<file path="src/hdl/urlpd_pkg.sv">
// Shared constants and types for the URL percent decoder.
package urlpd_pkg;

  localparam int MAX_OUT = 3;
  localparam int CNT_W   = $clog2(MAX_OUT + 1);
  localparam int IDX_W   = $clog2(MAX_OUT);
  localparam int Q_DEPTH = 2;
  localparam int QPTR_W  = $clog2(Q_DEPTH);
  localparam int QCNT_W  = $clog2(Q_DEPTH + 1);

  localparam logic [7:0] CH_PLUS    = 8'h2B;
  localparam logic [7:0] CH_PERCENT = 8'h25;
  localparam logic [7:0] CH_SPACE   = 8'h20;

  typedef struct packed {
    logic [MAX_OUT-1:0][7:0] bytes;
    logic [CNT_W-1:0]        cnt;
    logic                    last;
  } cmd_t;

endpackage

</file>
<file path="src/hdl/urlpd_front.sv">
// Front end: accepts encoded bytes, tracks the escape state and builds output commands.
module urlpd_front import urlpd_pkg::*; (
  input  logic       clk,
  input  logic       rst,
  input  logic       in_valid,
  output logic       in_ready,
  input  logic [7:0] in_byte,
  input  logic       in_last,
  output logic       cmd_valid,
  input  logic       cmd_ready,
  output cmd_t       cmd
);

  localparam logic [1:0] PH_NONE    = 2'd0;
  localparam logic [1:0] PH_PERCENT = 2'd1;
  localparam logic [1:0] PH_DIGIT   = 2'd2;

  logic [1:0] phase;
  logic [1:0] phase_next;
  logic [7:0] held_char;
  logic [3:0] held_value;
  logic       hex_ok;
  logic [3:0] hex_val;
  logic [7:0] code;

  function automatic cmd_t put_byte(cmd_t c, logic [7:0] b);
    cmd_t r;
    r = c;
    if (c.cnt < CNT_W'(MAX_OUT)) begin
      r.bytes[c.cnt[IDX_W-1:0]] = b;
      r.cnt = c.cnt + CNT_W'(1);
    end
    return r;
  endfunction

  always_comb begin
    hex_ok  = 1'b1;
    hex_val = 4'd0;
    if (in_byte >= 8'h30 && in_byte <= 8'h39) begin
      hex_val = 4'(in_byte - 8'h30);
    end else if (in_byte >= 8'h41 && in_byte <= 8'h46) begin
      hex_val = 4'(in_byte - 8'h37);
    end else if (in_byte >= 8'h61 && in_byte <= 8'h66) begin
      hex_val = 4'(in_byte - 8'h57);
    end else begin
      hex_ok = 1'b0;
    end
  end

  assign code = {held_value, hex_val};

  always_comb begin
    logic plain;
    plain      = 1'b0;
    cmd        = '0;
    phase_next = PH_NONE;
    unique case (phase)
      PH_PERCENT: begin
        if (hex_ok) begin
          phase_next = PH_DIGIT;
        end else begin
          cmd   = put_byte(cmd, CH_PERCENT);
          plain = 1'b1;
        end
      end
      PH_DIGIT: begin
        if (hex_ok && code != 8'd0) begin
          cmd = put_byte(cmd, code);
        end else begin
          cmd   = put_byte(cmd, CH_PERCENT);
          cmd   = put_byte(cmd, held_char);
          plain = 1'b1;
        end
      end
      default: begin
        plain = 1'b1;
      end
    endcase
    if (plain) begin
      if (in_byte == CH_PERCENT) begin
        phase_next = PH_PERCENT;
      end else if (in_byte == CH_PLUS) begin
        cmd = put_byte(cmd, CH_SPACE);
      end else begin
        cmd = put_byte(cmd, in_byte);
      end
    end
    if (in_last) begin
      if (phase_next == PH_PERCENT) begin
        cmd = put_byte(cmd, CH_PERCENT);
      end else if (phase_next == PH_DIGIT) begin
        cmd = put_byte(cmd, CH_PERCENT);
        cmd = put_byte(cmd, in_byte);
      end
      phase_next = PH_NONE;
      cmd.last   = 1'b1;
    end
  end

  assign in_ready  = cmd_ready;
  assign cmd_valid = in_valid && (cmd.cnt != '0);

  always_ff @(posedge clk) begin
    if (rst) begin
      phase <= PH_NONE;
    end else if (in_valid && in_ready) begin
      phase <= phase_next;
    end
  end

  always_ff @(posedge clk) begin
    if (in_valid && in_ready && phase == PH_PERCENT && hex_ok) begin
      held_char  <= in_byte;
      held_value <= hex_val;
    end
  end

endmodule

</file>
<file path="src/hdl/urlpd_queue.sv">
// Short command queue between the front end and the output serialiser.
module urlpd_queue import urlpd_pkg::*; (
  input  logic clk,
  input  logic rst,
  input  logic push_valid,
  output logic push_ready,
  input  cmd_t push_cmd,
  output logic pop_valid,
  input  logic pop_ready,
  output cmd_t pop_cmd
);

  cmd_t              entries [Q_DEPTH];
  logic [QPTR_W-1:0] wr_ptr;
  logic [QPTR_W-1:0] rd_ptr;
  logic [QCNT_W-1:0] count;
  logic              do_push;
  logic              do_pop;

  assign push_ready = (count != QCNT_W'(Q_DEPTH));
  assign pop_valid  = (count != '0);
  assign pop_cmd    = entries[rd_ptr];
  assign do_push    = push_valid && push_ready;
  assign do_pop     = pop_valid && pop_ready;

  always_ff @(posedge clk) begin
    if (rst) begin
      wr_ptr <= '0;
      rd_ptr <= '0;
      count  <= '0;
    end else begin
      if (do_push) begin
        wr_ptr <= (wr_ptr == QPTR_W'(Q_DEPTH - 1)) ? '0 : wr_ptr + QPTR_W'(1);
      end
      if (do_pop) begin
        rd_ptr <= (rd_ptr == QPTR_W'(Q_DEPTH - 1)) ? '0 : rd_ptr + QPTR_W'(1);
      end
      if (do_push && !do_pop) begin
        count <= count + QCNT_W'(1);
      end else if (do_pop && !do_push) begin
        count <= count - QCNT_W'(1);
      end
    end
  end

  always_ff @(posedge clk) begin
    if (do_push) begin
      entries[wr_ptr] <= push_cmd;
    end
  end

endmodule

</file>
<file path="src/hdl/urlpd_back.sv">
// Back end: sends the bytes of each queued command out one beat at a time.
module urlpd_back import urlpd_pkg::*; (
  input  logic       clk,
  input  logic       rst,
  input  logic       cmd_valid,
  output logic       cmd_ready,
  input  cmd_t       cmd,
  output logic       out_valid,
  input  logic       out_ready,
  output logic [7:0] out_byte,
  output logic       out_last
);

  logic [IDX_W-1:0] idx;
  logic             final_byte;

  assign final_byte = (CNT_W'(idx) == cmd.cnt - CNT_W'(1));
  assign out_valid  = cmd_valid;
  assign out_byte   = cmd.bytes[idx];
  assign out_last   = cmd.last && final_byte;
  assign cmd_ready  = out_ready && final_byte;

  always_ff @(posedge clk) begin
    if (rst) begin
      idx <= '0;
    end else if (out_valid && out_ready) begin
      idx <= final_byte ? '0 : idx + IDX_W'(1);
    end
  end

endmodule

</file>
<file path="src/hdl/url_percent_decoder.sv">
// Top level of the streaming form-urlencoded query string decoder.
//
//   channel  direction  handshake             payload
//   in       input      in_valid / in_ready   in_byte, in_last
//   out      output     out_valid / out_ready out_byte, out_last
//
// The front end takes one encoded byte per cycle while the two-entry command queue has room.
// The back end sends one decoded byte per cycle while out_ready is high, and a failed escape
// that gives up to three results holds its queue entry until all of them are sent.
// Results are registered in the command queue between the front end and the back end.
// Reset clears the escape state, the queue and the back-end byte index.
module url_percent_decoder import urlpd_pkg::*; (
  input  logic       clk,
  input  logic       rst,
  input  logic       in_valid,
  output logic       in_ready,
  input  logic [7:0] in_byte,
  input  logic       in_last,
  output logic       out_valid,
  input  logic       out_ready,
  output logic [7:0] out_byte,
  output logic       out_last
);

  logic f_valid;
  logic f_ready;
  cmd_t f_cmd;
  logic b_valid;
  logic b_ready;
  cmd_t b_cmd;

  urlpd_front u_front (
    .clk       (clk),
    .rst       (rst),
    .in_valid  (in_valid),
    .in_ready  (in_ready),
    .in_byte   (in_byte),
    .in_last   (in_last),
    .cmd_valid (f_valid),
    .cmd_ready (f_ready),
    .cmd       (f_cmd)
  );

  urlpd_queue u_queue (
    .clk        (clk),
    .rst        (rst),
    .push_valid (f_valid),
    .push_ready (f_ready),
    .push_cmd   (f_cmd),
    .pop_valid  (b_valid),
    .pop_ready  (b_ready),
    .pop_cmd    (b_cmd)
  );

  urlpd_back u_back (
    .clk       (clk),
    .rst       (rst),
    .cmd_valid (b_valid),
    .cmd_ready (b_ready),
    .cmd       (b_cmd),
    .out_valid (out_valid),
    .out_ready (out_ready),
    .out_byte  (out_byte),
    .out_last  (out_last)
  );

endmodule
</file>
<file path="config.mk">
export PLATFORM = sky130hd
export DESIGN_NAME = url_percent_decoder
export DESIGN_NICKNAME = d
export VERILOG_FILES = /design/src/hdl/urlpd_pkg.sv /design/src/hdl/urlpd_front.sv /design/src/hdl/urlpd_queue.sv /design/src/hdl/urlpd_back.sv /design/src/hdl/url_percent_decoder.sv
export SDC_FILE = /design/constraint.sdc
export NUM_CORES = 1
export LEC_CHECK = 0
export BUFFER_PORTS_ARGS = -buffer_cell sky130_fd_sc_hd__buf_2
export CORE_MARGIN = 2
export CORE_UTILIZATION = 65
export DETAILED_ROUTE_END_ITERATION = 10
export PLACE_DENSITY = 0.81
export SKIP_CTS_REPAIR_TIMING = 1
export SLEW_MARGIN = 20
export SYNTH_ARGS = -nofsm -noshare
export SYNTH_HDL_FRONTEND = slang
export SYNTH_HIERARCHICAL = 1
export SYNTH_SLANG_ARGS = --single-unit
</file>
<file path="constraint.sdc">
create_clock -name clk -period 11.25 [get_ports clk]
set_input_delay 2.25 -clock clk [delete_from_list [all_inputs] [get_ports clk]]
set_output_delay 2.25 -clock clk [all_outputs]
set_load 0.01 [all_outputs]
</file>
==> flow_summary_export.csv, run 1 <==
group,metric,value,unit
logic_synthesis,synthMuxAreaShare,9.96,%
layout,drive_gt1_share,21.8,%
clock_tree,clock_path_buffers,2,
floorplanning,dieHeight,82.0,um
logic_synthesis,syn_inst,339,
floorplanning,initial_core_util,66.9,%
critical_path,path_cells,"buf_2 > inv_1 > ha_1 > or3b_1 > and3_1 > nor3_4 > a21oi_1 > o32ai_1 > o31a_1 > nand3b_1 > inv_1",
routing,first_iter_violations,231,
grt,track_usage,26.0,%
routing,first_pass_iters,5,
logic_synthesis,synth_top_family_by_area,"compound AO/OA/AOI/OAI gates",
critical_path,end_kind,"register",
timing,fmax,185,MHz
routing,vias_per_cell,6.53,
worst_hold_path,hold_path_depth,2,
pwr,pwr-share-comb,19.8,%
worst_hold_path,hold_path.startpoint,"u_front/phase[0]",
logic_synthesis,synth_adder_area_share,1.90,%
critical_path,rr_worst_depth,9,
grt,grt_pass1_vias,2515,
logic_synthesis,synth-xor-area-share,0.885,%
critical_path,r2r_setup_slack,7.71,ns
logic_synthesis,yosys_warnings,6,
floorplanning,die_x,82.0,um
timing,worst_pin_slew,1.07,ns
critical_path,cp_common_cell,"inv_1",
flow_run,max_cap_violations,0,
pwr,p_leak,1.51,nW
pwr,internal-power,0.505,mW
timing,hold_viol_final,0,
routing,vias,2822,
timing,drv_slew,0,
floorplanning,rows,28,
logic_synthesis,async_flop_share,0,%
pwr,swShare,27.5,%
critical_path,worstSetupPathType,"primary input to register",
critical_path,cp_max_fo,27,
timing,setup_tns,0,ns
pwr,power,0.697,mW
logic_synthesis,synth-seq-area-share,54.6,%
run_status,run_status,"completed",
timing,maxSlewHeadroom,28.9,%
logic_synthesis,netlist_area,3960,um^2
grt,antenna_found_initial,0,
critical_path,r2r_end,"u_queue/entries[0][16]",
logic_synthesis,syn-num-nets,358,
logic_synthesis,synth_simple_gate_area_share,12.9,%
critical_path,cp.arrival,5.38,ns
floorplanning,core_area,5920,um^2
logic_synthesis,synth_edf_count,66,
pwr,p_per_area,164,nW/um^2
grt,grt_max_degree,30,
routing,final_antenna_net_count,0,
critical_path,slowest_stage,"inv_1",
place,port_buffers,23,
floorplanning,die-area,6730,um^2
logic_synthesis,syn_area_per_cell,11.7,um^2
pwr,p_sw,0.192,mW
grt,gr-total-overflow,0,
timing,clock_skew,0.0104,ns
floorplanning,pin_count,24,
logic_synthesis,ys.flop_type,"edfxtp_1",
logic_synthesis,synth_seq_cells,75,
pwr,seqPwrFrac,51.7,%
logic_synthesis,synth_compound_area_share,15.9,%
routing,wl,8160,um
timing,fin_crit,5.42,ns
logic_synthesis,synth_cell_types,65,
routing,post_drt_wl_per_cell,18.9,um
place,place_congestion,0.963,
worst_hold_path,hold_path.class,"register to register",
pwr,clockPowerShare,28.4,%
timing,period_share,48.2,%
place,place.detailed.hpwl,5570,um
layout,layout_common_cells,"edfxtp_1, nand2_1, mux2_2",
clock_tree,cts_tree,"built",
place,dp.cells,416,
layout,final_nets,371,
critical_path,r2r_start,"u_front/phase[0]",
grt,grt_pass1_wl,12700,um
routing,remaining_drc_errors,0,
pwr,ir_drop,0.0906,mV
layout,antenna-diode-count,0,
timing,finalSetupViolCount,0,
critical_path,required,11.21,ns
clock_tree,insertion_delay,0.34,ns
layout,final_common_cell,"edfxtp_1",
critical_path,start_kind,"primary input",
layout,areaGrowthSynthToFinish,7.36,%
clock_tree,path_clk_slew,0.07,ns
clock_tree,cts-root-buf,"clkbuf_8",
worst_hold_path,hold_end,"u_front/phase[0]",
clock_tree,htree_levels,3,
layout,stdcell_count,432,
timing,rsz0062_at_grt,"no",
clock_tree,cts_inserted_buffers,9,
clock_tree,clock-sinks,75,
critical_path,max_stage_delay,0.79,ns
## cells in the mapped netlist, drive strengths merged, types with 2 or more instances
library cell / number / area (um^2)
a211oi: 3 / 27.5
a21bo: 2 / 20.0
a21o: 4 / 30.0
a21oi: 15 / 78.8
a22o: 8 / 70.1
a31oi: 3 / 18.8
and2: 11 / 68.8
and3: 3 / 18.8
buf: 12 / 83.8
clkbuf: 10 / 37.5
dfxtp: 9 / 180
edfxtp: 66 / 1980
ha: 6 / 75.1
inv: 8 / 30.0
mux2: 27 / 304
mux2i: 9 / 90.1
nand2: 31 / 116
nand2b: 4 / 25.0
nand3: 8 / 40.0
nand3b: 2 / 15.0
nor2: 18 / 67.6
nor2b: 2 / 12.5
nor3: 6 / 41.3
nor4: 3 / 18.8
nor4b: 2 / 17.5
o211ai: 3 / 22.5
o21a: 2 / 15.0
o21ai: 27 / 135
o31a: 3 / 26.3
o32ai: 2 / 17.5
o41ai: 2 / 25.0
or3: 2 / 12.5
xor2: 3 / 26.3
## registers in the layout (all words and copies together), names as in the netlist, named ones only
| name | flops |
|---|---|
| u_front/phase | 2 |
| u_front/held_char | 8 |
| u_front/held_value | 4 |
| u_queue/wr_ptr | 1 |
| u_queue/entries | 54 |
| u_queue/rd_ptr | 1 |
| u_back/idx | 2 |
| u_queue/count | 2 |
## layout make-up
class,count,area (um^2)
Clock buffer,9,124
Timing Repair Buffer,24,123
Multi-Input combinational cell,234,1650
Sequential cell,75,2160
Clock inverter,7,68.8
Inverter,8,30.0
Tap cell,75,93.8
Fill cell,410,1670
## power by group through the flow
stage	logic, mW	clock network, mW	registers, mW
3_5_place_dp	0.138	0	0.368
3_3_place_gp	0.134	0	0.365
5_1_grt	0.154	0.212	0.366
6_report	0.138	0.198	0.361
2_1_floorplan	0.120	0	0.349
4_1_cts	0.139	0.203	0.361
## logic make-up after synthesis
family / Yosys count
flops: 75
buf+inv: 30
mux: 36
compound gates: 89
fa+ha+maj: 6
xor+xnor: 4
simple gates: 99
## worst max-delay path: cells and delay by family
family                     cells  cell delay (ns)
and+or+nand+nor                4             1.04
buffers and inverters          3             1.03
adders and majority gates      1             0.22
AOI/OAI and AO/OA              3             0.83
## routing by layer
layer,part of all wire [%],vias up,wire [um],GRT usage [%]
met5,0,-,0,0
met4,1.7,0,142,9.50
met3,7.9,20,644,5.49
met2,47,119,3840,39.9
met1,43,1362,3530,36.7
li1,-,1321,-,-
## how the worst max path moves through the flow
| stage | slack, ns | startpoint | cells past startpoint | endpoint |
|---|---|---|---|---|
| after global routing | 5.59 | in_byte[1] | 11 | u_queue/entries[0][13] |
| after floorplan | 5.98 | in_byte[0] | 11 | u_queue/entries[1][0] |
| final | 5.83 | in_byte[1] | 11 | u_queue/entries[0][16] |
| after CTS | 5.83 | in_byte[1] | 11 | u_queue/entries[0][13] |
| after detailed placement | 5.46 | in_byte[1] | 11 | u_queue/entries[0][26] |
| after global placement | 5.66 | in_byte[0] | 11 | u_queue/entries[0][26] |
## through the flow
stage | setup slack [ns] | hold slack [ns] | area, um^2 | util, %
after floorplan | 5.98 | 0.448 | 3960 | -
after global placement | 5.66 | 0.472 | 4050 | 68.5
after detailed placement | 5.46 | 0.472 | 4050 | 68.5
after CTS | 5.83 | 0.482 | 4250 | 71.7
after global routing | 5.59 | 0.517 | 4250 | 71.8
final | 5.83 | 0.482 | 4250 | 71.8
No activity file was read; power rests on OpenSTA's default activity.
==> inputs of run 2 (changes only) <==
--- a/config.mk
+++ b/config.mk
@@ -7,9 +7,9 @@
 export LEC_CHECK = 0
 export BUFFER_PORTS_ARGS = -buffer_cell sky130_fd_sc_hd__buf_2
 export CORE_MARGIN = 2
-export CORE_UTILIZATION = 65
+export CORE_UTILIZATION = 55
 export DETAILED_ROUTE_END_ITERATION = 10
-export PLACE_DENSITY = 0.81
+export PLACE_DENSITY = 0.73
 export SKIP_CTS_REPAIR_TIMING = 1
 export SLEW_MARGIN = 20
 export SYNTH_ARGS = -nofsm -noshare
==> constraint.sdc (replaced) <==
create_clock -name clk -period 4.4 [get_ports clk]
set_input_delay 0.88 -clock clk [delete_from_list [all_inputs] [get_ports clk]]
set_output_delay 0.88 -clock clk [all_outputs]
set_load 0.01 [all_outputs]
==> flow_summary_export.csv, run 2 (synthesis gave the netlist of run 1 again) <==
group,metric,value,unit
run_status,run_status,"completed",
pwr,p_per_area,419,nW/um^2
timing,fmax,262,MHz
grt,use_met1,32.6,%
critical_path,r2r_start,"u_front/phase[0]",
critical_path,slowest_stage,"o32ai_1",
grt,gr-total-overflow,0,
floorplanning,rows,30,
grt,grt_pass1_vias,2615,
routing,post_drt_wl_per_cell,18.6,um
critical_path,path_cells,"buf_2 > inv_1 > ha_1 > or3b_1 > and3_1 > nor3_4 > a21oi_1 > o32ai_1 > o31a_1 > and2_1 > ha_1 > or3_1 > a21oi_1",
critical_path,max_stage_delay,0.45,ns
layout,final_nets,378,
critical_path,crit_buf_inv,2,
grt,track_usage,23.0,%
clock_tree,htree_levels,3,
timing,maxSlewHeadroom,45.6,%
pwr,p_leak,1.54,nW
critical_path,r2r_end,"u_queue/entries[1][11]",
critical_path,rr_worst_depth,7,
clock_tree,cts-root-buf,"clkbuf_8",
grt,grt_pass1_wl,13300,um
routing,first_iter_violations,220,
routing,first_pass_iters,5,
critical_path,crit_end,"u_queue/count[1]",
timing,period_share,86.7,%
timing,drv_slew,0,
layout,largest_register_ffs,54,
routing,vias,2791,
layout,layout_common_cells,"edfxtp_1, nand2_1, mux2_2",
place,place.detailed.hpwl,5800,um
timing,hold_viol_final,0,
layout,areaGrowthSynthToFinish,9.64,%
worst_hold_path,hold_path.class,"register to register",
clock_tree,cts_inserted_buffers,9,
critical_path,cp.arrival,4.08,ns
grt,antenna_found_initial,0,
grt,grtUsageMet3,4.38,%
critical_path,start_kind,"primary input",
floorplanning,initial_core_util,57.6,%
place,place_congestion,0.955,
floorplanning,dieHeight,88.8,um
layout,largestRegisters,"u_queue/entries x54, u_front/held_char x8, u_front/held_value x4",
critical_path,required,4.67,ns
layout,final_common_cell,"edfxtp_1",
clock_tree,clock_path_buffers,2,
critical_path,r2r_setup_slack,1.27,ns
critical_path,startpoint,"in_byte[1]",
layout,antenna-diode-count,0,
grt,busiest_layer,"met2",
grt,use_met2,36.0,%
timing,worst_pin_slew,0.814,ns
worst_hold_path,hold_path_depth,2,
timing,fin_crit,3.82,ns
clock_tree,insertion_delay,0.34,ns
pwr,ir_drop,0.151,mV
critical_path,end_kind,"register",
grt,grt_max_degree,28,
routing,wl,8570,um
timing,finalSetupViolCount,0,
flow_run,max_cap_violations,0,
layout,top_register,"u_queue/entries",
layout,drive_gt1_share,23.1,%
clock_tree,path_clk_slew,0.08,ns
floorplanning,die_x,88.8,um
timing,rsz0062_at_grt,"no",
timing,clock_skew,0.00858,ns
routing,final_antenna_net_count,0,
floorplanning,core_area,6870,um^2
place,port_buffers,23,
critical_path,critPathTopFamily,"simple AND/OR/NAND/NOR gates",
timing,setup_tns,0,ns
clock_tree,cts_tree,"built",
place,place_area,4130,um^2
critical_path,cp_max_fo,7,
clock_tree,clock-sinks,75,
critical_path,worstSetupPathType,"primary input to register",
floorplanning,pin_count,24,
routing,vias_per_cell,6.07,
layout,final_cell_area,4340,um^2
floorplanning,die-area,7890,um^2
critical_path,path_depth,13,
routing,remaining_drc_errors,0,
run 2: cell count changes in the layout (fill, tap and decap cells not counted), sizes merged:
cell | previous run | this run
buf | 24 | 31
clkinv | 5 | 2
inv | 8 | 11
run 2: area by class of cell:
cell class                 count  area, um^2
timing repair buffer          31         175
clock buffer                   9         124
clock inverter                 7        83.8
fill                         550        2530
tap                           96         120
inverter                       8        30.0
sequential                    75        2160
multi-input combinational    234        1650
run 2: metal layers:
layer,share of wire [%],vias up
met5,0,-
met2,48,111
met1,44,1340
met3,6.5,10
li1,-,1330
met4,1.4,0
run 2: how the worst min path moves through the flow:
stage,slack [ns],startpoint,end
5_1_grt,0.54,u_front/phase[0],u_front/phase[0]
6_report,0.51,u_front/phase[0],u_front/phase[0]
3_5_place_dp,0.48,u_front/phase[0],u_front/phase[0]
3_3_place_gp,0.47,u_front/phase[0],u_front/phase[0]
2_1_floorplan,0.45,u_front/phase[0],u_front/phase[0]
4_1_cts,0.50,u_front/phase[0],u_front/phase[0]
run 2: tightest hold or removal path: cells and delay by family, from the launching register on:
family	cells	cell delay, ns
AOI/OAI and AO/OA	1	0.06
DFF	1	0.34
and+or+nand+nor	1	0.07
run 2: power breakdown:
part           total, mW  switching [mW]  internal, mW  leakage [nW]
Combinational      0.387           0.208         0.180         0.750
Clock              0.537           0.266         0.272         0.102
Sequential         0.894          0.0364         0.857         0.692
run 2: per-stage QoR:
stage | util, % | worst slack, ns | cells | hold slack (ns) | total power [mW]
global placement | 60.2 | 0.493 | 444 | 0.471 | 1.29
finish | 63.2 | 0.583 | 460 | 0.506 | 1.82
floorplan | - | 0.497 | 339 | 0.448 | 1.20
detailed placement | 60.2 | 0.325 | 444 | 0.482 | 1.30
CTS | 63.2 | 0.665 | 460 | 0.499 | 1.83
global route | 63.2 | 0.373 | 460 | 0.539 | 1.91
==> inputs of run 3 (changes only) <==
==> constraint.sdc (replaced) <==
create_clock -name clk -period 4.4 [get_ports clk]
set_input_delay 0.44 -clock clk [delete_from_list [all_inputs] [get_ports clk]]
set_output_delay 0.44 -clock clk [all_outputs]
set_load 0.01 [all_outputs]
==> flow_summary_export.csv, run 3 (synthesis gave the netlist of run 1 again) <==
group,metric,value,unit
floorplanning,initial_core_util,57.6,%
place,place_congestion,0.885,
timing,finalSetupViolCount,0,
floorplanning,pin_count,24,
grt,track_usage,22.9,%
layout,top_register,"u_queue/entries",
clock_tree,clock-sinks,75,
timing,clock_skew,0.00938,ns
timing,worst_pin_slew,0.862,ns
pwr,p_per_area,428,nW/um^2
routing,final_antenna_net_count,0,
clock_tree,cts_tree,"built",
routing,first_iter_violations,247,
layout,areaGrowthSynthToFinish,9.26,%
floorplanning,dieHeight,88.8,um
routing,first_pass_iters,5,
layout,layout_common_cells,"edfxtp_1, nand2_1, mux2_2",
place,post-place-ws,0.760,ns
grt,gr-total-overflow,0,
layout,drive_gt1_share,22.2,%
timing,fin_crit,3.39,ns
worst_hold_path,hold_path.class,"primary input to register",
critical_path,required,4.68,ns
clock_tree,clock_path_buffers,2,
timing,layout_setup_ws,1.01,ns
clock_tree,path_clk_slew,0.08,ns
grt,grt_max_degree,28,
floorplanning,core_area,6870,um^2
critical_path,path_cells,"buf_2 > inv_1 > ha_1 > o21ba_2 > o21ai_1 > a211oi_1 > o221ai_1 > nor2_1 > o31a_1 > and2_1 > ha_1 > or3_1 > a21oi_1",
run_status,run_status,"completed",
grt,antenna_found_initial,0,
floorplanning,die_x,88.8,um
critical_path,crit_buf_inv,2,
critical_path,end_kind,"register",
floorplanning,rows,30,
routing,vias_per_cell,6.05,
worst_hold_path,hold_path.startpoint,"in_byte[1]",
pwr,ir_drop,0.187,mV
critical_path,r2r_end,"u_queue/count[1]",
layout,largest_register_ffs,54,
timing,fmax,295,MHz
grt,grt_pass1_wl,13200,um
critical_path,cp_common_cell,"ha_1",
critical_path,rr_worst_depth,11,
clock_tree,htree_levels,3,
clock_tree,cts_inserted_buffers,9,
critical_path,worstSetupPathType,"primary input to register",
routing,vias,2766,
layout,final_nets,375,
timing,rsz0062_at_grt,"no",
worst_hold_path,hold_path_depth,1,
clock_tree,cts-root-buf,"clkbuf_8",
layout,largestRegisters,"u_queue/entries x54, u_front/held_char x8, u_front/held_value x4",
grt,grt_pass1_vias,2575,
critical_path,startpoint,"in_byte[0]",
critical_path,r2r_start,"u_front/phase[0]",
clock_tree,insertion_delay,0.35,ns
timing,hold_viol_final,0,
layout,antenna-diode-count,0,
pwr,power,1.85,mW
pwr,p_leak,1.54,nW
critical_path,r2r_setup_slack,1.27,ns
timing,period_share,77.0,%
layout,final_common_cell,"edfxtp_1",
timing,setup_tns,0,ns
floorplanning,die-area,7890,um^2
critical_path,start_kind,"primary input",
critical_path,critPathTopFamily,"compound AO/OA/AOI/OAI gates",
routing,remaining_drc_errors,0,
timing,drv_slew,0,
routing,post_drt_wl_per_cell,18.5,um
critical_path,max_stage_delay,0.67,ns
critical_path,slowest_stage,"o21ai_1",
place,port_buffers,23,
routing,wl,8440,um
place,place.detailed.hpwl,5730,um
timing,maxSlewHeadroom,42.2,%
critical_path,cp_max_fo,13,
critical_path,cp.arrival,3.67,ns
worst_hold_path,hold_end,"u_front/held_char[1]",
flow_run,max_cap_violations,0,
## run 3: routing by layer
layer	up-vias	share of wire [%]	routed length (um)	GRT usage, %
li1	1325	-	-	-
met1	1322	46	3900	32.3
met2	109	47	3960	35.7
met3	10	5.8	486	5.32
met4	0	1.0	88	6.47
met5	-	0	0	0
## run 3: through the flow
stage	area, um^2	hold WS (ns)	instances	utilization (%)
after floorplan	3960	0.448	339	-
after global placement	4110	0.471	441	59.8
after detailed placement	4110	0.480	441	59.8
after CTS	4330	0.340	457	63.0
after global routing	4330	0.357	457	63.0
final	4330	0.360	457	63.0
## run 3: power by group
group	leakage, nW	switching [mW]	internal, mW
Sequential	0.692	0.0506	0.858
Combinational	0.736	0.192	0.179
Clock	0.111	0.254	0.318
## run 3: layout make-up
cell class | count | area [um^2]
Tap cell | 96 | 120
Timing Repair Buffer | 28 | 153
Sequential cell | 75 | 2160
Fill cell | 534 | 2540
Clock buffer | 9 | 124
Multi-Input combinational cell | 234 | 1650
Clock inverter | 7 | 91.3
Inverter | 8 | 30.0
## run 3: worst register-to-register path: cells and delay by family (launching register included)
family                   cells  cell delay, ns
AO/OA/AOI/OAI                4            0.81
adder cells (fa/ha/maj)      2            0.86
AND/OR/NAND/NOR              4            0.98
buffers and inverters        1            0.06
flip-flops                   1            0.36
## run 3: how the worst max path moves through the flow
stage          slack, ns  cells past startpoint                     to
3_3_place_gp        0.85                     13       u_queue/count[1]
6_report            1.01                     13       u_queue/count[1]
3_5_place_dp        0.76                     13       u_queue/count[1]
5_1_grt             0.86                     13       u_queue/count[1]
4_1_cts             1.09                     13       u_queue/count[1]
2_1_floorplan       0.94                     11  u_queue/entries[1][0]
